### config.mk
export PLATFORM = sky130hd
export DESIGN_NAME = hgc_tracker
export DESIGN_NICKNAME = d
export VERILOG_FILES = /design/src/hdl/hgc_pkg.sv /design/src/hdl/hgc_tracker.sv
export SDC_FILE = /design/constraint.sdc
export NUM_CORES = 1
export LEC_CHECK = 0
export BUFFER_PORTS_ARGS = -buffer_cell sky130_fd_sc_hd__buf_2
export CORE_UTILIZATION = 50
export CTS_CLUSTER_DIAMETER = 60
export DETAILED_ROUTE_END_ITERATION = 10
export PLACE_DENSITY_LB_ADDON = 0.3
export SETUP_SLACK_MARGIN = 0.1
export SYNTH_ARGS = -nofsm -noshare
export SYNTH_HDL_FRONTEND = slang
export SYNTH_SLANG_ARGS = --single-unit
### constraint.sdc
create_clock -name clk -period 19.78 [get_ports clk]
set_input_delay 1.978 -clock clk [delete_from_list [all_inputs] [get_ports clk]]
set_output_delay 1.978 -clock clk [all_outputs]
set_load 0.01 [all_outputs]
### src/hdl/hgc_pkg.sv
// ----------------------------------------------------------------------------
// hgc_pkg
// Shared types and constants for the histogram gap compaction block.
// ----------------------------------------------------------------------------
package hgc_pkg;

	localparam int MAX_BINS = 4096;
	localparam int IDX_W    = $clog2(MAX_BINS);   // table address / index width
	localparam int CNT_W    = IDX_W + 1;          // counts that can reach MAX_BINS
	localparam int CNTR_W   = 32;                 // bin count field width
	localparam int GAP_MUL  = 10;                 // gap ratio

	localparam logic [CNT_W-1:0] BINS_RESET = CNT_W'(MAX_BINS);

	typedef enum logic [1:0] {
		OP_BIN     = 2'd0,
		OP_COMPACT = 2'd1,
		OP_RESTORE = 2'd2
	} op_t;

	// table write port
	typedef struct packed {
		logic             en;
		logic [IDX_W-1:0] addr;
		logic [IDX_W-1:0] data;
	} wr_t;

	// per-beat result from the tracker, before the table read is merged in
	typedef struct packed {
		logic [IDX_W-1:0] mapped;
		logic             occupied;
		logic             last;
		logic             oor;
		logic             sel_fwd;
		logic             sel_inv;
		logic             flag;
		logic [IDX_W-1:0] largest;
	} res_t;

endpackage

### src/hdl/hgc_tracker.sv
// ----------------------------------------------------------------------------
// hgc_tracker
// Bin walk state: dense index, gap and occupancy counts, compaction decision.
// Issues table writes for bins and range checks / table selects for pixels.
// ----------------------------------------------------------------------------
module hgc_tracker (
	input  logic                       clk,
	input  logic                       arst_n,
	input  logic                       valid,
	input  hgc_pkg::op_t               op,
	input  logic                       occupied,
	input  logic [hgc_pkg::IDX_W-1:0]  pix,
	input  logic [hgc_pkg::CNT_W-1:0]  bins_cfg,
	output hgc_pkg::res_t              res,
	output hgc_pkg::wr_t               fwd_wr,
	output hgc_pkg::wr_t               inv_wr
);
	import hgc_pkg::*;

	logic [IDX_W-1:0] pos_q, pos_d;
	logic [CNT_W-1:0] next_q, next_d;
	logic             gap_open_q, gap_open_d;
	logic [IDX_W-1:0] gap_q, gap_d;
	logic [CNT_W-1:0] occ_q, occ_d;
	logic             flag_q, flag_d;
	logic [IDX_W-1:0] largest_q, largest_d;

	logic [CNT_W-1:0] nbins;
	logic             clr;
	logic             last;
	logic [CNT_W+2:0] gap_x10;

	// clamp bin count to 1..MAX_BINS
	always_comb begin
		if (bins_cfg == '0) begin
			nbins = CNT_W'(1);
		end else if (bins_cfg > CNT_W'(MAX_BINS)) begin
			nbins = CNT_W'(MAX_BINS);
		end else begin
			nbins = bins_cfg;
		end
	end

	always_comb begin
		clr  = valid && (op == OP_BIN) && (pos_q == '0);
		last = ({1'b0, pos_q} + CNT_W'(1)) >= nbins;

		pos_d      = pos_q;
		next_d     = clr ? '0 : next_q;
		gap_open_d = clr ? 1'b0 : gap_open_q;
		gap_d      = clr ? '0 : gap_q;
		occ_d      = clr ? '0 : occ_q;
		flag_d     = clr ? 1'b0 : flag_q;
		largest_d  = clr ? '0 : largest_q;
		gap_x10    = '0;

		res          = '0;
		res.mapped   = pix;
		fwd_wr.en    = 1'b0;
		fwd_wr.addr  = pos_q;
		fwd_wr.data  = next_d[IDX_W-1:0];
		inv_wr.en    = 1'b0;
		inv_wr.addr  = next_d[IDX_W-1:0];
		inv_wr.data  = pos_q;

		if (valid) begin
			case (op)
				OP_BIN: begin
					fwd_wr.en  = 1'b1;
					res.mapped = next_d[IDX_W-1:0];
					if (occupied) begin
						res.occupied = 1'b1;
						inv_wr.en    = ~next_d[CNT_W-1];
						next_d       = next_d + CNT_W'(1);
						occ_d        = occ_d + CNT_W'(1);
						if (gap_open_d) begin
							gap_d = gap_d + IDX_W'(1);
						end
						gap_open_d = 1'b0;
					end else begin
						gap_open_d = 1'b1;
					end
					if (last) begin
						res.last = 1'b1;
						// gap > occ/10  <=>  10*gap > occ
						gap_x10   = {gap_d, 3'b000} + {2'b00, gap_d, 1'b0};
						flag_d    = gap_x10 > (CNT_W+3)'(occ_d);
						largest_d = (flag_d && next_d != '0) ?
						            IDX_W'(next_d - CNT_W'(1)) : '0;
						pos_d     = '0;
					end else begin
						pos_d = pos_q + IDX_W'(1);
					end
				end
				OP_COMPACT: begin
					if ({1'b0, pix} >= nbins) begin
						res.oor = 1'b1;
					end else begin
						res.sel_fwd = flag_q;
					end
				end
				OP_RESTORE: begin
					if ({1'b0, pix} >= occ_q) begin
						res.oor = 1'b1;
					end else begin
						res.sel_inv = flag_q;
					end
				end
				default: begin
					res.oor = 1'b1;
				end
			endcase
		end

		res.flag    = flag_d;
		res.largest = largest_d;
	end

	always_ff @(posedge clk or negedge arst_n) begin
		if (!arst_n) begin
			pos_q      <= '0;
			next_q     <= '0;
			gap_open_q <= 1'b0;
			gap_q      <= '0;
			occ_q      <= '0;
			flag_q     <= 1'b0;
			largest_q  <= '0;
		end else begin
			pos_q      <= pos_d;
			next_q     <= next_d;
			gap_open_q <= gap_open_d;
			gap_q      <= gap_d;
			occ_q      <= occ_d;
			flag_q     <= flag_d;
			largest_q  <= largest_d;
		end
	end

endmodule

==> impl_metrics.toml, run 1 <==
[run_status]
status = "finished clean"

[clock_tree]
cts_tree = "yes"
clk_pin_slew_ns = 0.06
h-tree-depth = 3
ctsResizeCount = 0
clock_sinks = 64
clock_latency_ns = 0.35
clock_path_buffers = 2
cts_setup_buffers = 0
hold_buffers = 0
cts-root-buf = "clkbuf_16"
cts_buffers = 9

[timing]
whs_ns = 0.503
rsz0062_at_grt = "false"
skew_ns = 0.00748
worst_pin_slew_ns = 0.861
fmax_mhz = 96.2
hold_viol_final = 0
setup_viol = 0
setup_slack_ns = 9.39
relSlewSlack_pct = 42.4
slew_violations = 0
period_needed_ns = 10.39
finalCritPeriodShare_pct = 52.5
fin_setup_tns_ns = 0

[placement]
dp_hpwl_um = 11900
preCtsSetupSlack_ns = 9.47
gp_congestion = 0.893
dp.cells = 930
io_buffers = 110

[setup_path]
cp_max_fo = 74
path_class = "in2out"
cp_slowest_stage_delay_ns = 0.63
crit_required_ns = 17.80
critPathCaptureType = "primary output"
rr_startpoint = "pos_q[0]"
critPathLaunchType = "input port"
arrival_ns = 8.42
r2r_cells = 27
cp_slowest_cell = "nor3_2"
r2r_end = "largest_q[0]"
ff2ff_setup_slack_ns = 13.91

[finish]
num_antenna_cells = 0
layout_commonest_cell = "nand2_1"
layout_common_cells = "114 x nand2_1, 110 x buf_2, 66 x ha_1"
areaGrowthSynthToFinish_pct = 13.5
fin_cells = 946
fillerInstances = 1013
drive_gt1_share_pct = 18.1
layout.nets = 896

[global_routing]
grt-busiest-layer = "met2"
grt-ovfl-total = 0
met1_usage_pct = 32.8
use_met2_pct = 44.1
antenna_found_initial = 0
grt_max_degree = 75
grt_usage_pct = 27.0
gr-usage-met3_pct = 5.52
grt_pass1_wl_um = 26600
grt_pass1_vias = 5492

[yosys]
avgSynthCellArea_um2 = 8.12
ys_ff_latch = 64
syn_area_mm2 = 0.00592
synthArstFlopShare_pct = 100
ys_dominant_reg_cell = "dfrtp_1"
synth.net_count = 828
synth.distinct_cells = 61
synth-seq-area-share_pct = 27.0
synth_edf_count = 0
synthCells = 730
yosys_warnings = 0

[power_and_ir_drop]
peakVddDrop_uv = 80.1
p_leak_uw = 0.00334
powerDensity_mw_per_mm2 = 91.8

[hold_path]
hold_start = "largest_q[3]"
min_to = "largest_q[3]"
min_delay_path_depth = 1
hp-class = "reg2reg"

[die]
rows = 39
core_area_mm2 = 0.0115
ios = 111
die_w_um = 111
die_h_um = 111
start_util_pct = 51.7
dieArea_mm2 = 0.0123

[flow_run]
maxCapViolCount = 0

[route]
vias = 5517
drt_pass1_iterations = 5
avgRoutedWirePerCell_um = 16.8
via_per_inst = 5.83
drt_wl_total_um = 15900
drtIter0Drc = 324
drcViolationCount = 0
antenna_left = 0
how the worst max path moves through the flow:
stage,startpoint,endpoint,depth (start not counted)
after detailed placement,op[1],res[1],29
final,op[1],res[0],29
after floorplan,op[1],res[0],28
after global placement,op[1],res[4],29
after CTS,op[1],res[0],29
after global routing,op[1],res[0],29
report_power, final:
| part | internal (uW) | leakage, uW | switching (uW) | total (uW) |
|---|---|---|---|---|
| registers | 148 | 0.000873 | 25.9 | 174 |
| clock network | 136 | 0.000174 | 59.5 | 196 |
| logic | 105 | 0.00229 | 142 | 248 |
| total | 389 | 0.00334 | 228 | 617 |
stage by stage:
stage / utilization, % / cell area, um^2 / power (uW)
6_report: 58.6 / 6720 / 617
5_1_grt: 58.6 / 6720 / 658
4_1_cts: 58.6 / 6720 / 619
3_5_place_dp: 55.5 / 6360 / 420
3_3_place_gp: 55.5 / 6360 / 411
2_1_floorplan: - / 5920 / 356
worst max-delay path, delay by kind of cell:
family | cells | cell delay, ns
simple gates | 11 | 2.21
compound gates | 8 | 1.66
buf+inv | 5 | 1.43
fa+ha+maj | 3 | 0.79
xor+xnor | 2 | 0.28
state kept, by name (all words and copies together) (netlist names):
name / flops
next_q: 13
occ_q: 13
gap_q: 12
largest_q: 12
pos_q: 12
flag_q: 1
gap_open_q: 1
cell usage after synthesis (all sizes together) (7+ instances only):
cell type,number,area [um^2]
a21o,7,52.6
a21oi,20,100
a22o,13,114
and2,12,75.1
and3,9,56.3
buf,36,244
clkbuf,21,78.8
dfrtp,64,1600
ha,66,826
inv,34,128
mux2,8,90.1
nand2,114,428
nand2b,7,43.8
nand3,28,150
nand4,12,75.1
nor2,54,203
nor3,14,75.1
nor4,10,68.8
o21a,9,67.6
o21ai,58,290
o31ai,13,97.6
xnor2,34,298
xor2,27,236
kinds of logic after synthesis:
kind of cell / synth area share, %
AOI/OAI and AO/OA: 17.3
buffers and inverters: 7.60
xor gates and xnor gates: 9.02
adders and majority gates: 14.3
muxes: 1.86
and+or+nand+nor: 22.9
DFF: 27.0
area by class of cell:
type                    instances  area, um^2  share of cell area [%]
inverters                      34         128                    1.90
flip-flops and latches         64        1600                    23.8
repair buffers                114         581                    8.64
clock buffers                  11         233                    3.46
well taps                     143         179                    2.66
clock inverters                 5         129                    1.92
multi-input cells             575        3870                    57.6
metal layers:
metal | wire length, um | up-vias
li1 | - | 2685
met1 | 6790 | 2601
met2 | 7500 | 182
met3 | 871 | 49
met4 | 744 | 0
met5 | 0 | -
(Power assumes the default switching activity.)
==> run 2: changes to the inputs <==
==> constraint.sdc (replaced) <==
create_clock -name clk -period 10.8 [get_ports clk]
set_input_delay 1.08 -clock clk [delete_from_list [all_inputs] [get_ports clk]]
set_output_delay 1.08 -clock clk [all_outputs]
set_load 0.01 [all_outputs]
==> run 2 against run 1 <==
Sequential cell count unchanged; combinational power rose by 82%; clock power increased by 74%; sequential share of layout area is 0.062 points higher; critical endpoint is now res[10]; largest cell class unchanged; highest routed layer unchanged.
==> impl_metrics.toml, run 2 (synthesis gave the netlist of run 1 again) <==
[route]
drtIter0Drc = 349
drcViolationCount = 0
drt_pass1_iterations = 4
avgRoutedWirePerCell_um = 16.8
drt_wl_total_um = 15900
via_per_inst = 5.83
vias = 5516
antenna_left = 0

[setup_path]
path_class = "in2out"
cp_slowest_stage_delay_ns = 0.65
path_depth = 29
cpLargestDelayFamily = "simple AND/OR/NAND/NOR gates"
arrival_ns = 7.53
critPathLaunchType = "input port"
cp_max_fo = 74
crit_required_ns = 9.72
r2r_cells = 27
crit_buf_inv = 5
cp_slowest_cell = "nor3_2"
critPathCaptureType = "primary output"

[power_and_ir_drop]
power_switching_uw = 421
power_frac_clock_pct = 30.7
internal-power_uw = 689
netSwitchingFraction_pct = 37.9
p_leak_uw = 0.00332
peakVddDrop_uv = 121
seqPwrFrac_pct = 28.6
share_comb_of_total_power_pct = 40.7
power.total_uw = 1110
powerDensity_mw_per_mm2 = 166

[die]
start_util_pct = 51.7
dieArea_mm2 = 0.0123
die_h_um = 111
core_area_mm2 = 0.0115
ios = 111
die_w_um = 111
rows = 39

[placement]
placed_cell_area_mm2 = 0.00636
gp_congestion = 0.893
dp_hpwl_um = 11900
io_buffers = 110

[finish]
layout.nets = 896
num_antenna_cells = 0
areaGrowthSynthToFinish_pct = 13.2
layout_commonest_cell = "nand2_1"
reg.largest.list = "next_q x13, occ_q x13"
drive_gt1_share_pct = 18.3
layout_common_cells = "114 x nand2_1, 110 x buf_2, 66 x ha_1"
fin_area_mm2 = 0.00671
fillerInstances = 1038

[run_status]
status = "finished clean"

[timing]
worst_pin_slew_ns = 0.864
finalCritPeriodShare_pct = 79.7
fmax_mhz = 116
period_needed_ns = 8.61
fin_setup_tns_ns = 0
setup_viol = 0
relSlewSlack_pct = 42.4
rsz0062_at_grt = "false"
slew_violations = 0
hold_viol_final = 0
skew_ns = 0.0108

[global_routing]
grt_max_degree = 75
antenna_found_initial = 0
grt-ovfl-total = 0
grt_pass1_wl_um = 26400
grt_usage_pct = 26.8
grt_pass1_vias = 5394

[clock_tree]
cts-root-buf = "clkbuf_16"
cts_tree = "yes"
ctsResizeCount = 0
h-tree-depth = 3
clock_path_buffers = 2
clk_pin_slew_ns = 0.06
hold_buffers = 0
cts_buffers = 9
clock_latency_ns = 0.34
clock_sinks = 64
cts_setup_buffers = 0

[flow_run]
maxCapViolCount = 0

[hold_path]
hp-class = "reg2reg"
min_delay_path_depth = 1
run 2: layout make-up:
type | instances | area (um^2) | share of cell area [%]
timing repair buffer | 114 | 581 | 8.66
inverter | 34 | 128 | 1.90
clock buffer | 9 | 225 | 3.36
tap | 143 | 179 | 2.67
clock inverter | 7 | 119 | 1.77
multi-input combinational | 575 | 3870 | 57.8
sequential | 64 | 1600 | 23.9
run 2: worst register-to-register path, cell delays in order, from the launching register on:
cell	delay, ns
dfrtp_1	0.48
inv_1	0.10
ha_1	0.15
nor4b_1	0.29
nand4_1	0.14
buf_4	0.29
and2_1	0.23
ha_1	0.22
and3_1	0.18
xnor2_1	0.20
nor2_1	0.10
ha_1	0.28
a211oi_1	0.27
nor2_1	0.10
o21a_1	0.19
o31a_1	0.26
o21ai_0	0.17
nand2b_1	0.09
a21oi_1	0.18
xnor2_1	0.09
ha_1	0.30
nand2_1	0.05
nor2_1	0.14
a211oi_1	0.09
o21bai_1	0.23
nor4b_4	0.09
nor3_2	0.65
a22o_1	0.27
run 2: power by group through the flow:
stage / Clock [uW] / Combinational [uW] / Sequential [uW]
floorplan: 0 / 346 / 305
global placement: 0 / 435 / 319
detailed placement: 0 / 448 / 320
CTS: 346 / 451 / 317
global route: 358 / 507 / 323
finish: 341 / 451 / 318
run 2: worst paths after layout:
check / start / to / slack, ns
max reg2reg: pos_q[0] / largest_q[10] / 4.91
max: op[1] / res[10] / 2.19
max in group asynchronous: arst_n / gap_q[2] / 9.32
min: largest_q[3] / largest_q[3] / 0.50
min in group asynchronous: arst_n / pos_q[7] / 0.92
min reg2reg: largest_q[3] / largest_q[3] / 0.50
run 2: layer usage:
layer | vias up | GRT usage, % | part of all wire [%]
met5 | - | 0 | 0
met4 | 0 | 11.5 | 2.6
met3 | 30 | 5.25 | 5.7
met2 | 194 | 45.4 | 49
met1 | 2610 | 33.0 | 43
li1 | 2682 | - | -
run 2: through the flow:
| step | hold WS (ns) | instances | util, % | setup WS (ns) |
|---|---|---|---|---|
| 6_report | 0.498 | 946 | 58.5 | 2.19 |
| 5_1_grt | 0.516 | 946 | 58.5 | 1.68 |
| 4_1_cts | 0.504 | 946 | 58.5 | 2.27 |
| 3_5_place_dp | 0.483 | 930 | 55.5 | 2.32 |
| 3_3_place_gp | 0.485 | 930 | 55.5 | 2.52 |
| 2_1_floorplan | 0.472 | 730 | - | 3.57 |
==> run 3: changes to the inputs <==
==> constraint.sdc (replaced) <==
create_clock -name clk -period 7.9 [get_ports clk]
set_input_delay 0.79 -clock clk [delete_from_list [all_inputs] [get_ports clk]]
set_output_delay 0.79 -clock clk [all_outputs]
set_load 0.01 [all_outputs]
==> run 3 against run 2 <==
Die area unchanged; count of clock-buffer cells in the layout stayed put; clock skew fell by 0.0017 ns; highest routed layer unchanged; non-clock buffer count grew 2; clock power rose by 21%.
==> impl_metrics.toml, run 3 (synthesis gave the netlist of run 1 again) <==
[hold_path]
hp-class = "reg2reg"

[global_routing]
use_met2_pct = 44.7
met1_usage_pct = 32.4
antenna_found_initial = 0
grt_max_degree = 74
grt-busiest-layer = "met2"
grt-ovfl-total = 0
grt_pass1_vias = 5357
grt_usage_pct = 26.5
grt_pass1_wl_um = 25900
gr-usage-met3_pct = 6.12

[die]
dieArea_mm2 = 0.0123
core_area_mm2 = 0.0115
die_w_um = 111
die_h_um = 111
start_util_pct = 51.7
ios = 111
rows = 39

[clock_tree]
clock_latency_ns = 0.35
clock_sinks = 64
hold_buffers = 0
cts_tree = "yes"
cts_setup_buffers = 0
cts-root-buf = "clkbuf_16"
ctsResizeCount = 0
h-tree-depth = 3
clock_path_buffers = 2
cts_buffers = 9
clk_pin_slew_ns = 0.06

[timing]
skew_ns = 0.00909
relSlewSlack_pct = 40.3
worst_pin_slew_ns = 0.892
finalCritPeriodShare_pct = 92.6
whs_ns = 0.500
fmax_mhz = 137
setup_viol = 0
fin_setup_tns_ns = 0
period_needed_ns = 7.31
rsz0062_at_grt = "false"
hold_viol_final = 0
slew_violations = 0

[finish]
multi_input_area_mm2 = 0.00387
fillerInstances = 1044
areaGrowthSynthToFinish_pct = 12.8
layout_common_cells = "114 x nand2_1, 110 x buf_2, 66 x ha_1"
layout.nets = 898
fin_area_mm2 = 0.00668
reg.largest.list = "next_q x13, occ_q x13"
drive_gt1_share_pct = 18.5
register_area_mm2 = 0.00160
num_antenna_cells = 0
post-route-util_pct = 58.3
layout_commonest_cell = "nand2_1"

[route]
drtIter0Drc = 261
vias = 5524
drt_wl_total_um = 15900
antenna_left = 0
avgRoutedWirePerCell_um = 16.7
via_per_inst = 5.83
drt_pass1_iterations = 4
drcViolationCount = 0

[setup_path]
critPathCaptureType = "primary output"
critPathLaunchType = "register"
cp_max_fo = 12
cp_slowest_cell = "nor3_2"
arrival_ns = 6.52
cp_slowest_stage_delay_ns = 0.63
path_class = "reg2out"
crit_required_ns = 7.11
crit_top_cell = "ha_1"

[power_and_ir_drop]
peakVddDrop_uv = 209
p_leak_uw = 0.00331
powerDensity_mw_per_mm2 = 219

[flow_run]
maxCapViolCount = 0

[placement]
io_buffers = 110
gp_congestion = 0.928
dp_hpwl_um = 12100
placed_cell_area_mm2 = 0.00638

[run_status]
status = "finished clean"
==> run 3: worst paths after layout <==
check	from	to	slack [ns]	depth (start not counted)
max	pos_q[0]	res[10]	0.59	28
min	largest_q[8]	largest_q[8]	0.50	1
max reg2reg	pos_q[0]	largest_q[10]	1.79	27
min reg2reg	largest_q[8]	largest_q[8]	0.50	1
max in group asynchronous	arst_n	occ_q[9]	6.72	2
min in group asynchronous	arst_n	pos_q[9]	0.62	2
==> run 3: cell type report <==
cell class                      instances  area share, %
Clock buffer                            9           3.37
Clock inverter                          7           1.18
Inverter                               34           1.91
Multi-Input combinational cell        575           58.0
Sequential cell                        64           24.0
Tap cell                              143           2.68
Timing Repair Buffer                  116           8.92
==> run 3: power breakdown <==
part,switching (uW),leakage (uW),internal (uW),total [uW]
clock,165,0.000139,247,412
combinational,356,0.00230,264,620
sequential,63.1,0.000873,370,433
total,584,0.00331,881,1460
==> run 3: critical path: cells and delay by family (launching register included) <==
kind,cells,cell delay (ns)
simple gates,11,2.28
compound gates,8,1.71
fa+ha+maj,4,0.94
flops,1,0.48
buf+inv,3,0.46
xor+xnor,2,0.28
==> run 3: per-layer routing <==
metal	wire [um]	up-vias
met5	0	-
met4	483	0
met3	882	29
met2	7670	192
met1	6820	2609
li1	-	2694
==> run 3: per-stage QoR <==
step | instances | power [uW] | setup slack [ns]
2_1_floorplan | 730 | 891 | 1.25
3_3_place_gp | 932 | 1030 | 1.01
3_5_place_dp | 932 | 1050 | 0.834
4_1_cts | 948 | 1470 | 0.719
5_1_grt | 948 | 1560 | 0.274
6_report | 948 | 1460 | 0.588
